### src/rtl/fplc_pkg.sv
// Shared types and constants of the field pixel line classifier.
// Holds the configuration register map, reset values and field widths.
// No dependencies; fplc_pix_if and the core import this package.
`default_nettype none

package fplc_pkg;

  localparam int unsigned ChanW   = 8;   // width of one color channel
  localparam int unsigned ShareW  = 7;   // width of a share threshold in hundredths
  localparam int unsigned RunW    = 3;   // width of the green run counter
  localparam int unsigned SumW    = 10;  // red + grn + blue
  localparam int unsigned PixProdW = 15; // 100 * channel
  localparam int unsigned ThrProdW = 17; // share threshold * channel sum
  localparam int unsigned ExcessW = 11;  // both sides of the green excess test
  localparam int unsigned AddrW   = 5;
  localparam int unsigned DataW   = 32;

  localparam logic [RunW-1:0]     RunLimit   = 3'd5;
  localparam logic [RunW-1:0]     RunMax     = 3'd7;
  localparam logic [ShareW-1:0]   Hundred    = 7'd100;

  // Register index, taken from paddr[4:2].
  typedef enum logic [2:0] {
    REG_NORM_RED_MIN     = 3'd0,
    REG_NORM_GREEN_MIN   = 3'd1,
    REG_NORM_BLUE_MAX    = 3'd2,
    REG_ABS_RED_MIN      = 3'd3,
    REG_ABS_GREEN_MIN    = 3'd4,
    REG_ABS_BLUE_MAX     = 3'd5,
    REG_WHITE_MIN        = 3'd6,
    REG_GREEN_EXCESS_MIN = 3'd7
  } reg_idx_t;

  localparam logic [ShareW-1:0] RstNormRedMin    = 7'd38;
  localparam logic [ShareW-1:0] RstNormGreenMin  = 7'd38;
  localparam logic [ShareW-1:0] RstNormBlueMax   = 7'd20;
  localparam logic [ChanW-1:0]  RstAbsRedMin     = 8'd230;
  localparam logic [ChanW-1:0]  RstAbsGreenMin   = 8'd230;
  localparam logic [ChanW-1:0]  RstAbsBlueMax    = 8'd160;
  localparam logic [ChanW-1:0]  RstWhiteMin      = 8'd200;
  localparam logic [ChanW-1:0]  RstGreenExcessMin = 8'd34;

endpackage

`default_nettype wire

### src/rtl/fplc_pix_if.sv
// Pixel input channel of the field pixel line classifier.
// Valid/ready handshake with the pixel channels and column start flag.
// Depends on fplc_pkg for the channel width.
`default_nettype none

interface fplc_pix_if import fplc_pkg::*; ();
  logic             valid;
  logic             ready;
  logic [ChanW-1:0] red;
  logic [ChanW-1:0] grn;
  logic [ChanW-1:0] blue;
  logic             column_start;

  modport source (output valid, red, grn, blue, column_start, input ready);
  modport sink   (input valid, red, grn, blue, column_start, output ready);
endinterface

`default_nettype wire

### src/rtl/fplc_res_if.sv
// Result channel of the field pixel line classifier.
// Valid/ready handshake with the three classification flags of one pixel.
// No package dependency.
`default_nettype none

interface fplc_res_if;
  logic valid;
  logic ready;
  logic line_white;
  logic yellow_mask;
  logic field_green;

  modport source (output valid, line_white, yellow_mask, field_green, input ready);
  modport sink   (input valid, line_white, yellow_mask, field_green, output ready);
endinterface

`default_nettype wire

### src/rtl/field_pixel_line_classifier_core.sv
// Top level of the field pixel line classifier.
// Depends on fplc_pkg and on the interfaces fplc_pix_if and fplc_res_if.
//
// Usage:
//   Pixels arrive column by column on in_pix, one transaction per pixel, with
//   column_start high on the first pixel of each column. Every pixel yields
//   exactly one result transaction on out_res, in order.
//   A pixel passes the stage one registers and then the result register,
//   which drives out_res.valid. The block takes one pixel per clock while
//   out_res.ready stays high: the first stage registers the share products
//   and the threshold compares, the second applies the per-column run state
//   and loads the result register. The six small multipliers of the share
//   test sit in the first stage; nothing else limits the rate.
//   When the receiver stalls, the result register holds, the first stage
//   fills behind it, and in_pix.ready drops until out_res.ready returns.
//   Reset (rst_n low, synchronous) empties both stages, restores the register
//   defaults and puts the column state at the start of a column.
//   APB writes the eight thresholds at byte address 4*index; pready is always
//   high. The user writes only while no pixel is in flight; no check enforces it.
`default_nettype none

module field_pixel_line_classifier_core import fplc_pkg::*; (
  input  wire logic              clk,
  input  wire logic              rst_n,
  fplc_pix_if.sink               in_pix,
  fplc_res_if.source             out_res,
  input  wire logic              cfg_psel,
  input  wire logic              cfg_penable,
  input  wire logic              cfg_pwrite,
  input  wire logic [AddrW-1:0]  cfg_paddr,
  input  wire logic [DataW-1:0]  cfg_pwdata,
  output logic      [DataW-1:0]  cfg_prdata,
  output logic                   cfg_pready
);

  // ---------------------------------------------------------------------
  // Configuration registers
  // ---------------------------------------------------------------------
  logic [ShareW-1:0] norm_red_min_r, norm_green_min_r, norm_blue_max_r;
  logic [ChanW-1:0]  abs_red_min_r, abs_green_min_r, abs_blue_max_r;
  logic [ChanW-1:0]  white_min_r, green_excess_min_r;
  reg_idx_t          cfg_idx;
  logic              cfg_wr;

  assign cfg_idx    = reg_idx_t'(cfg_paddr[4:2]);
  assign cfg_wr     = cfg_psel && cfg_penable && cfg_pwrite;
  assign cfg_pready = 1'b1;

  always_ff @(posedge clk) begin
    if (!rst_n) begin
      norm_red_min_r     <= RstNormRedMin;
      norm_green_min_r   <= RstNormGreenMin;
      norm_blue_max_r    <= RstNormBlueMax;
      abs_red_min_r      <= RstAbsRedMin;
      abs_green_min_r    <= RstAbsGreenMin;
      abs_blue_max_r     <= RstAbsBlueMax;
      white_min_r        <= RstWhiteMin;
      green_excess_min_r <= RstGreenExcessMin;
    end else if (cfg_wr) begin
      unique case (cfg_idx)
        REG_NORM_RED_MIN:     norm_red_min_r     <= cfg_pwdata[ShareW-1:0];
        REG_NORM_GREEN_MIN:   norm_green_min_r   <= cfg_pwdata[ShareW-1:0];
        REG_NORM_BLUE_MAX:    norm_blue_max_r    <= cfg_pwdata[ShareW-1:0];
        REG_ABS_RED_MIN:      abs_red_min_r      <= cfg_pwdata[ChanW-1:0];
        REG_ABS_GREEN_MIN:    abs_green_min_r    <= cfg_pwdata[ChanW-1:0];
        REG_ABS_BLUE_MAX:     abs_blue_max_r     <= cfg_pwdata[ChanW-1:0];
        REG_WHITE_MIN:        white_min_r        <= cfg_pwdata[ChanW-1:0];
        REG_GREEN_EXCESS_MIN: green_excess_min_r <= cfg_pwdata[ChanW-1:0];
        default:              ;
      endcase
    end
  end

  always_comb begin
    cfg_prdata = '0;
    unique case (cfg_idx)
      REG_NORM_RED_MIN:     cfg_prdata = DataW'(norm_red_min_r);
      REG_NORM_GREEN_MIN:   cfg_prdata = DataW'(norm_green_min_r);
      REG_NORM_BLUE_MAX:    cfg_prdata = DataW'(norm_blue_max_r);
      REG_ABS_RED_MIN:      cfg_prdata = DataW'(abs_red_min_r);
      REG_ABS_GREEN_MIN:    cfg_prdata = DataW'(abs_green_min_r);
      REG_ABS_BLUE_MAX:     cfg_prdata = DataW'(abs_blue_max_r);
      REG_WHITE_MIN:        cfg_prdata = DataW'(white_min_r);
      REG_GREEN_EXCESS_MIN: cfg_prdata = DataW'(green_excess_min_r);
      default:              cfg_prdata = '0;
    endcase
  end

  // ---------------------------------------------------------------------
  // Handshake. The result register loads when it is empty or being drained;
  // stage one moves forward whenever it holds a pixel and the result
  // register can load, and it accepts a new pixel when it is empty or moving.
  // ---------------------------------------------------------------------
  logic s1_valid_r;
  logic out_valid_r;
  logic out_load;
  logic s1_move;
  logic in_take;

  assign out_load     = !out_valid_r || out_res.ready;
  assign s1_move      = s1_valid_r && out_load;
  assign in_pix.ready = !s1_valid_r || out_load;
  assign in_take      = in_pix.valid && in_pix.ready;

  // ---------------------------------------------------------------------
  // Stage one: everything that does not depend on the column state.
  // The share tests are cross multiplied: "red share above norm_red_min"
  // becomes 100*red > norm_red_min*sum, so no division is needed.
  // ---------------------------------------------------------------------
  logic [SumW-1:0]     pix_sum;
  logic [ExcessW-1:0]  excess_lhs, excess_rhs;

  logic [PixProdW-1:0] red_pct_r, grn_pct_r, blue_pct_r;
  logic [ThrProdW-1:0] red_thr_r, grn_thr_r, blue_thr_r;
  logic                sum_nz_r;
  logic                abs_yellow_r;
  logic                excess_r;
  logic                white_r;
  logic                start_r;

  assign pix_sum    = SumW'(in_pix.red) + SumW'(in_pix.grn) + SumW'(in_pix.blue);
  assign excess_lhs = ExcessW'({in_pix.grn, 1'b0});
  assign excess_rhs = ExcessW'(in_pix.red) + ExcessW'(in_pix.blue)
                    + ExcessW'({green_excess_min_r, 1'b0});

  always_ff @(posedge clk) begin
    if (in_take) begin
      red_pct_r    <= PixProdW'(in_pix.red)  * PixProdW'(Hundred);
      grn_pct_r    <= PixProdW'(in_pix.grn)  * PixProdW'(Hundred);
      blue_pct_r   <= PixProdW'(in_pix.blue) * PixProdW'(Hundred);
      red_thr_r    <= ThrProdW'(norm_red_min_r)   * ThrProdW'(pix_sum);
      grn_thr_r    <= ThrProdW'(norm_green_min_r) * ThrProdW'(pix_sum);
      blue_thr_r   <= ThrProdW'(norm_blue_max_r)  * ThrProdW'(pix_sum);
      sum_nz_r     <= (pix_sum != '0);
      abs_yellow_r <= (in_pix.red > abs_red_min_r) && (in_pix.grn > abs_green_min_r)
                   && (in_pix.blue < abs_blue_max_r);
      excess_r     <= (excess_lhs > excess_rhs);
      white_r      <= (in_pix.red > white_min_r) && (in_pix.grn > white_min_r)
                   && (in_pix.blue > white_min_r);
      start_r      <= in_pix.column_start;
    end
  end

  // ---------------------------------------------------------------------
  // Stage two: finish the yellow test and apply the column state.
  // A column start resets the run before this pixel is classified; the
  // state after reset behaves as the start of a column.
  // ---------------------------------------------------------------------
  logic [RunW-1:0] green_run_r, green_run_nxt, run_cur;
  logic            in_background_r, in_background_nxt, bg_cur;
  logic            norm_yellow, yellow, green, white;

  always_comb begin
    norm_yellow = sum_nz_r
               && (ThrProdW'(red_pct_r) > red_thr_r)
               && (ThrProdW'(grn_pct_r) > grn_thr_r)
               && (ThrProdW'(blue_pct_r) < blue_thr_r);
    yellow  = norm_yellow || abs_yellow_r;
    bg_cur  = start_r ? 1'b1 : in_background_r;
    run_cur = start_r ? '0 : green_run_r;
    green   = bg_cur && excess_r && !yellow;
    white   = !bg_cur && white_r;

    green_run_nxt     = run_cur;
    in_background_nxt = bg_cur;
    if (green) begin
      // The counter saturates at its top value.
      green_run_nxt     = (run_cur == RunMax) ? RunMax : run_cur + 1'b1;
      in_background_nxt = (green_run_nxt <= RunLimit);
    end
  end

  logic line_white_r, yellow_mask_r, field_green_r;

  always_ff @(posedge clk) begin
    if (!rst_n) begin
      s1_valid_r      <= 1'b0;
      out_valid_r     <= 1'b0;
      green_run_r     <= '0;
      in_background_r <= 1'b1;
    end else begin
      if (in_take) begin
        s1_valid_r <= 1'b1;
      end else if (s1_move) begin
        s1_valid_r <= 1'b0;
      end
      if (s1_move) begin
        out_valid_r     <= 1'b1;
        green_run_r     <= green_run_nxt;
        in_background_r <= in_background_nxt;
      end else if (out_res.ready) begin
        out_valid_r <= 1'b0;
      end
    end
  end

  always_ff @(posedge clk) begin
    if (s1_move) begin
      line_white_r  <= white;
      yellow_mask_r <= yellow;
      field_green_r <= green;
    end
  end

  assign out_res.valid       = out_valid_r;
  assign out_res.line_white  = line_white_r;
  assign out_res.yellow_mask = yellow_mask_r;
  assign out_res.field_green = field_green_r;

  // ---------------------------------------------------------------------
  // Checks
  // ---------------------------------------------------------------------
  // A pixel is counted green only in background mode, and only out of
  // background mode can it be white, so the two never come together.
  a_white_xor_green: assert property (@(posedge clk) disable iff (!rst_n)
    out_valid_r |-> !(line_white_r && field_green_r))
    else $error("line_white and field_green both set");

  // Once the run passes the limit the column has left background mode.
  a_run_ends_bg: assert property (@(posedge clk) disable iff (!rst_n)
    (green_run_r > RunLimit) |-> !in_background_r)
    else $error("green run above limit while still in background mode");

  // A pixel in stage one that cannot move on stays there.
  a_s1_hold: assert property (@(posedge clk) disable iff (!rst_n)
    (s1_valid_r && !out_load) |=> s1_valid_r)
    else $error("stage one pixel lost during a stall");

  // The column state changes only when a pixel is classified.
  a_state_moves_with_pixel: assert property (@(posedge clk) disable iff (!rst_n)
    !s1_move |=> ($stable(green_run_r) && $stable(in_background_r)))
    else $error("column state changed without a pixel");

endmodule

`default_nettype wire
### src/flat_wrapper.sv
// flat-port wrapper written by rule: the top's interface ports become plain ports
module field_pixel_line_classifier_core_flat import fplc_pkg::*;
  (clk, rst_n, cfg_psel, cfg_penable, cfg_pwrite, cfg_paddr, cfg_pwdata, cfg_prdata, cfg_pready, in_pix_valid, in_pix_red, in_pix_grn, in_pix_blue, in_pix_column_start, in_pix_ready, out_res_valid, out_res_line_white, out_res_yellow_mask, out_res_field_green, out_res_ready);
  fplc_pix_if in_pix_i ();
  fplc_res_if out_res_i ();
  input  wire logic clk;
  input  wire logic rst_n;
  input  wire logic cfg_psel;
  input  wire logic cfg_penable;
  input  wire logic cfg_pwrite;
  input  wire logic [AddrW-1:0] cfg_paddr;
  input  wire logic [DataW-1:0] cfg_pwdata;
  output logic      [DataW-1:0] cfg_prdata;
  output logic cfg_pready;
  input wire logic [$bits(in_pix_i.valid)-1:0] in_pix_valid;
  input wire logic [$bits(in_pix_i.red)-1:0] in_pix_red;
  input wire logic [$bits(in_pix_i.grn)-1:0] in_pix_grn;
  input wire logic [$bits(in_pix_i.blue)-1:0] in_pix_blue;
  input wire logic [$bits(in_pix_i.column_start)-1:0] in_pix_column_start;
  output wire logic [$bits(in_pix_i.ready)-1:0] in_pix_ready;
  output wire logic [$bits(out_res_i.valid)-1:0] out_res_valid;
  output wire logic [$bits(out_res_i.line_white)-1:0] out_res_line_white;
  output wire logic [$bits(out_res_i.yellow_mask)-1:0] out_res_yellow_mask;
  output wire logic [$bits(out_res_i.field_green)-1:0] out_res_field_green;
  input wire logic [$bits(out_res_i.ready)-1:0] out_res_ready;
  assign in_pix_i.valid = in_pix_valid;
  assign in_pix_i.red = in_pix_red;
  assign in_pix_i.grn = in_pix_grn;
  assign in_pix_i.blue = in_pix_blue;
  assign in_pix_i.column_start = in_pix_column_start;
  assign in_pix_ready = in_pix_i.ready;
  assign out_res_valid = out_res_i.valid;
  assign out_res_line_white = out_res_i.line_white;
  assign out_res_yellow_mask = out_res_i.yellow_mask;
  assign out_res_field_green = out_res_i.field_green;
  assign out_res_i.ready = out_res_ready;
  field_pixel_line_classifier_core u_core (.clk(clk), .rst_n(rst_n), .in_pix(in_pix_i), .out_res(out_res_i), .cfg_psel(cfg_psel), .cfg_penable(cfg_penable), .cfg_pwrite(cfg_pwrite), .cfg_paddr(cfg_paddr), .cfg_pwdata(cfg_pwdata), .cfg_prdata(cfg_prdata), .cfg_pready(cfg_pready));
endmodule
### config.mk
export PLATFORM = sky130hd
export DESIGN_NAME = field_pixel_line_classifier_core_flat
export DESIGN_NICKNAME = d
export VERILOG_FILES = /design/src/rtl/fplc_pkg.sv /design/src/rtl/fplc_pix_if.sv /design/src/rtl/fplc_res_if.sv /design/src/rtl/field_pixel_line_classifier_core.sv /design/src/flat_wrapper.sv
export SDC_FILE = /design/constraint.sdc
export NUM_CORES = 1
export LEC_CHECK = 0
export ABC_AREA = 1
export BUFFER_PORTS_ARGS = -buffer_cell sky130_fd_sc_hd__buf_2
export CAP_MARGIN = 40
export CORE_ASPECT_RATIO = 2
export CORE_MARGIN = 10
export CORE_UTILIZATION = 64
export DETAILED_ROUTE_END_ITERATION = 12
export PLACE_DENSITY = 0.82
export SLEW_MARGIN = 25
export SYNTH_ARGS = -nofsm -noshare
export SYNTH_HDL_FRONTEND = slang
export SYNTH_SLANG_ARGS = --single-unit
### constraint.sdc
create_clock -name clk -period 7.9 [get_ports clk]
set_clock_uncertainty 0.05 [all_clocks]
set_input_delay 1.185 -clock clk [delete_from_list [all_inputs] [get_ports clk]]
set_output_delay 1.185 -clock clk [all_outputs]
set_load 0.1 [all_outputs]
* After elaboration in Yosys (flattened, before gate mapping) *
Index checks and enable logic that the tools add are counted.

storage, ports and cells
  register bits after elaboration = 165
  input port bits = 69
  output and inout bits = 38
  word-level logic and storage cells = 99

operators by class
  add/subtract/negate cells = 5
  multiply operators = 6
  $lt $le $gt $ge = 11
  equal/unequal tests = 8
  mux-type cells = 10
  reduce and logical (&&, ||, !) cells = 33

operators with widths
  kind                  number
  $pmux 32 s8           1
  $mul 7x10->17         3
  $gt 8x8->1            5
  $mul 8x5->13 const B  3
  $gt 15x17->1          2
  $add 8x8->9           2
  $lt 15x17->1          1
  $reduce_and 2->1      8
  $eq 3x3->1 const B    5
  $logic_and 1x1->1     14
  $add 11x9->11         1
  $gt 9x11->1           1
  $add 10x8->10         1
  $reduce_bool 10->1    1
  $mux 3                3
  $lt 8x8->1            1
  $eq 3x2->1 const B    2
  $mux 1                6
  $logic_not 1->1       4
  $reduce_bool 2->1     2
  $add 3x1->3 const B   1
  $eq 3x1->1 const B    1
  $le 3x3->1 const B    1
  $logic_not 3->1       1
  $logic_or 1x1->1      3

* Longest topological paths before layout *
  depth after elaboration = 8
  mapped depth = 33
  mapped depth without buffers = 33

* Worst setup path before layout *
OpenSTA, ideal clock, no wires.

  kind = input port to flip-flop
  from = input port in_pix_grn[0]
  to = register u_core.red_thr_r[16], data pin
  setup time = 0.265 ns
  arrival = 6.730 ns
  data required time = 7.585 ns
  slack = 0.855 ns
  stages on the path = 31
  path buffers = 1
  cell sequence = ha_1 > fa_1 > a31oi_2 > nor2_1 > o21ai_0 > nand2_1 > xnor2_1 > inv_1 > ha_1 > nand2_1 > nor2_1 > nand2_1 > o211ai_1 > or2_0 > nand2_1 > buf_4 > nor2_1 > fa_1 > fa_1 > fa_1 > inv_1 > fa_1 > inv_1 > ha_1 > nand2_1 > nor2_1 > nand2_1 > o211ai_1 > a31oi_1 > o21ai_0 > xor2_1

on the way
  longest elaborated chain between the ends = 3

ends and longest elaborated chain
  item                    line                                     RTL
  start: declaration      flat_wrapper.sv:17                       input wire logic [$bits(in_pix_i.grn)-1:0] in_pix_grn;
  $add 8x8->9             field_pixel_line_classifier_core.sv:121  assign pix_sum = SumW'(in_pix.red) + SumW'(in_pix.grn) + SumW'(in_pix.blue);
  $add 10x8->10           field_pixel_line_classifier_core.sv:121
  $mul 7x10->17           field_pixel_line_classifier_core.sv:131  red_thr_r <= ThrProdW'(norm_red_min_r) * ThrProdW'(pix_sum);
  end signal: assignment  field_pixel_line_classifier_core.sv:131
  end: declaration        field_pixel_line_classifier_core.sv:114  logic [ThrProdW-1:0] red_thr_r, grn_thr_r, blue_thr_r;

Every way passes these cells.
A chain may end at the register's enable or synchronous reset.

* Final worst setup path *
  from = input port in_pix_red[0]
  to = register u_core.blue_thr_r[16], data pin

on the way
  longest elaborated chain between the ends = 3

ends and longest elaborated chain
  item                    line                                     RTL
  start: declaration      flat_wrapper.sv:16                       input wire logic [$bits(in_pix_i.red)-1:0] in_pix_red;
  $add 8x8->9             field_pixel_line_classifier_core.sv:121
  $add 10x8->10           field_pixel_line_classifier_core.sv:121
  $mul 7x10->17           field_pixel_line_classifier_core.sv:133  blue_thr_r <= ThrProdW'(norm_blue_max_r) * ThrProdW'(pix_sum);
  end signal: assignment  field_pixel_line_classifier_core.sv:133
  end: declaration        field_pixel_line_classifier_core.sv:114

Every way passes these cells.

==> impl_metrics.yaml <==
status:
  outcome: "complete, no violations"
hold_path:
  whs_path_depth: 2
  hp-class: "register to register"
synth:
  yosys-top-cells-count: "418 x inv_1, 318 x ha_1, 302 x nand2_1, 178 x nor2_1, 152 x a21oi_1"
  async_reset_ff_frac: 0
  synth.most_common_cell: "inv_1"
  syn_area_um2: 18000
  synth_cell_types: 53
  synth_area_leaders: "ha_1 22%, edfxtp_1 16%, fa_1 14%"
  synth_edf_count: 98
  netlist_instances: 2108
  ys_seq_area_frac: 0.238
  avgSynthCellArea_um2: 8.52
  yosysWarnings: 0
  synth_flop_cell: "edfxtp_1"
  synth-seq-cells: 165
  yosysTopAreaCell: "ha_1"
  yosysTopAreaCellShare: 0.221
detailed_routing:
  wl_per_cell_um: 19.0
  drt_wl_total_um: 48400
  firstDrtPassIters: 6
  vias: 15000
  drt_iter0_markers: 1024
  ant_nets: 0
  drc_errors: 0
  drt-vias-per-instance: 5.87
pwr:
  pwr-share-comb: 0.692
  internal_power_w: 0.00364
  power_frac_clock: 0.118
  switchingPower_w: 0.00346
  p_seq_frac: 0.190
  p_per_area_nw_per_um2: 367
  ir_drop_mv: 0.288
  switching_share: 0.487
  p_leak_nw: 10.2
floorplan:
  die_h_um: 257
  top_level_ports: 107
  rows: 86
  initial_core_util: 0.650
  dieArea_um2: 35600
  die-width_um: 138
  coreArea_um2: 27700
setup_path:
  slowest_delay_ps: 530
  slowest_stage: "fa_1"
  cpMostUsedCell: "nand2_1"
  crit_type: "input pin to register"
  start_kind: "input pin"
  worstPathMaxFanout: 6
  r2r_cells: 16
  crit_arrival_ps: 7480
  crit_path_end_kind: "register"
  rrSetupSlack_ps: 3090
  critical_path_required_ps: 8060
timing:
  setup_viol: 0
  finalHoldViolCount: 0
  rsz0062_at_grt: "no"
  fmax_mhz: 137
  maxSlewViolCount: 0
  min_period_ps: 7320
  slew_headroom: 0.461
  timing.final.crit_share: 0.927
  tightest_slew_ps: 808
  setup-tns-final_ps: 0
  whs_ps: 430
cts:
  cts_resized: 0
  htree_levels: 4
  insertion_delay_ps: 470
  postCtsSetupBuffers: 0
  tritoncts: "built"
  holdBufCountCts: 0
  cts.path.max_buffers: 2
  cts_buffers: 17
  cts_root_buffer: "clkbuf_16"
  cts.sinks: 165
  clk_pin_slew_ps: 70
place:
  io_buffers: 55
  dpl.hpwl_um: 39500
  routabilityCongestion: 0.971
  place_area_um2: 18700
layout:
  regArea_um2: 4280
  drive_gt1_frac: 0.0763
  final_area_um2: 19300
  multi_input_comb_area_um2: 11800
  fill_cells: 2118
  antennaDiodeCount: 0
  nets: 2705
  syn2layout_area_growth_pct: 7.61
grt:
  gr-usage-met3: 0.0441
  grt_max_degree: 62
  grt_pass1_wl_um: 76600
  track_usage: 0.270
  grt-busiest-layer: "met2"
  grt_use_met1: 0.247
  use_met2: 0.507
  antenna_found_initial: 0
  grt_overflow: 0
  grt_pass1_vias: 15500
job:
  maxCapViolCount: 0
==> worst max-delay path, delay by kind of cell <==
kind	cells	cell delay, ps
adders and majority gates	8	3300
buffers and inverters	3	440
xor gates and xnor gates	2	220
and+or+nand+nor	13	1550
AOI/OAI and AO/OA	4	750
==> layout by cell type, fill, tap and decap left out, types with 3 or more instances in the layout <==
cell	count
inv_2	12
buf_2	55
nand2_2	4
buf_4	37
edfxtp_1	98
o22ai_1	14
fa_1	130
o21ai_1	7
inv_1	417
xnor2_1	25
ha_1	318
xor2_1	60
o211ai_1	24
a221oi_1	12
a31oi_1	5
clkbuf_8	3
nor2_2	5
a21o_1	7
a21oi_1	152
nor3_1	8
o21ai_0	80
nor2_1	178
o21ai_2	3
nor4_1	3
nand4_1	11
dfxtp_1	67
nand2_1	302
a21oi_2	3
conb_1	25
clkinv_1	4
o21bai_1	9
clkinv_4	6
o2111ai_1	3
nand3_1	60
nor3_4	3
clkbuf_16	19
==> stage by stage <==
| step | cells | util | total power (W) | setup WS (ps) |
|---|---|---|---|---|
| 3_3_place_gp | 2520 | 0.677 | 0.00600 | 305 |
| 3_5_place_dp | 2520 | 0.677 | 0.00620 | 147 |
| 6_report | 2553 | 0.699 | 0.00710 | 579 |
| 2_1_floorplan | 2131 | - | 0.00503 | 855 |
| 5_1_grt | 2553 | 0.699 | 0.00787 | 208 |
| 4_1_cts | 2552 | 0.699 | 0.00708 | 623 |
==> kinds of logic after synthesis <==
family	share of synthesized area
flip-flops	0.238
buffers and inverters	0.110
XOR/XNOR	0.0430
adder cells (fa/ha/maj)	0.366
AO/OA/AOI/OAI	0.107
AND/OR/NAND/NOR	0.135
other	0.000418
==> final timing paths <==
kind / from / endpoint
worst min register to register: u_core.abs_blue_max_r[0]$_SDFFE_PN0P_ / u_core.abs_blue_max_r[0]$_SDFFE_PN0P_
worst max register to register: u_core.norm_blue_max_r[6]$_SDFFE_PN0P_ / u_core.blue_thr_r[16]$_DFFE_PP_
worst min-delay path: u_core.abs_blue_max_r[0]$_SDFFE_PN0P_ / u_core.abs_blue_max_r[0]$_SDFFE_PN0P_
worst max-delay path: in_pix_red[0] / u_core.blue_thr_r[16]$_DFFE_PP_
==> sequential cells by signal, summed over array words and instances, names as in the netlist, 8 cells and up <==
name                       count
u_core.red_pct_r              13
u_core.green_excess_min_r      8
u_core.abs_green_min_r         8
u_core.blue_thr_r             17
u_core.abs_blue_max_r          8
u_core.blue_pct_r             13
u_core.grn_pct_r              13
u_core.white_min_r             8
u_core.red_thr_r              17
u_core.abs_red_min_r           8
u_core.grn_thr_r              17
==> power groups by stage <==
stage	logic (W)	clock network, W	registers, W
final	0.00491	0.000840	0.00135
after global routing	0.00563	0.000877	0.00136
after CTS	0.00489	0.000840	0.00135
after detailed placement	0.00483	0	0.00137
after global placement	0.00464	0	0.00136
after floorplan	0.00368	0	0.00135
==> cell type report <==
type | instances | share of cell area
repair buffers | 94 | 0.0304
inverters | 434 | 0.0843
clock buffers | 22 | 0.0267
flip-flops and latches | 165 | 0.222
clock inverters | 10 | 0.00440
multi-input cells | 1476 | 0.610
well taps | 352 | 0.0228
==> layer usage <==
layer  part of all wire  vias to the layer above
li1                   -                     6963
met1               0.32                     7185
met2               0.53                      597
met3              0.055                      249
met4              0.088                        0
met5                  0                        -
Note: power is estimated with default switching activity, not from simulation.
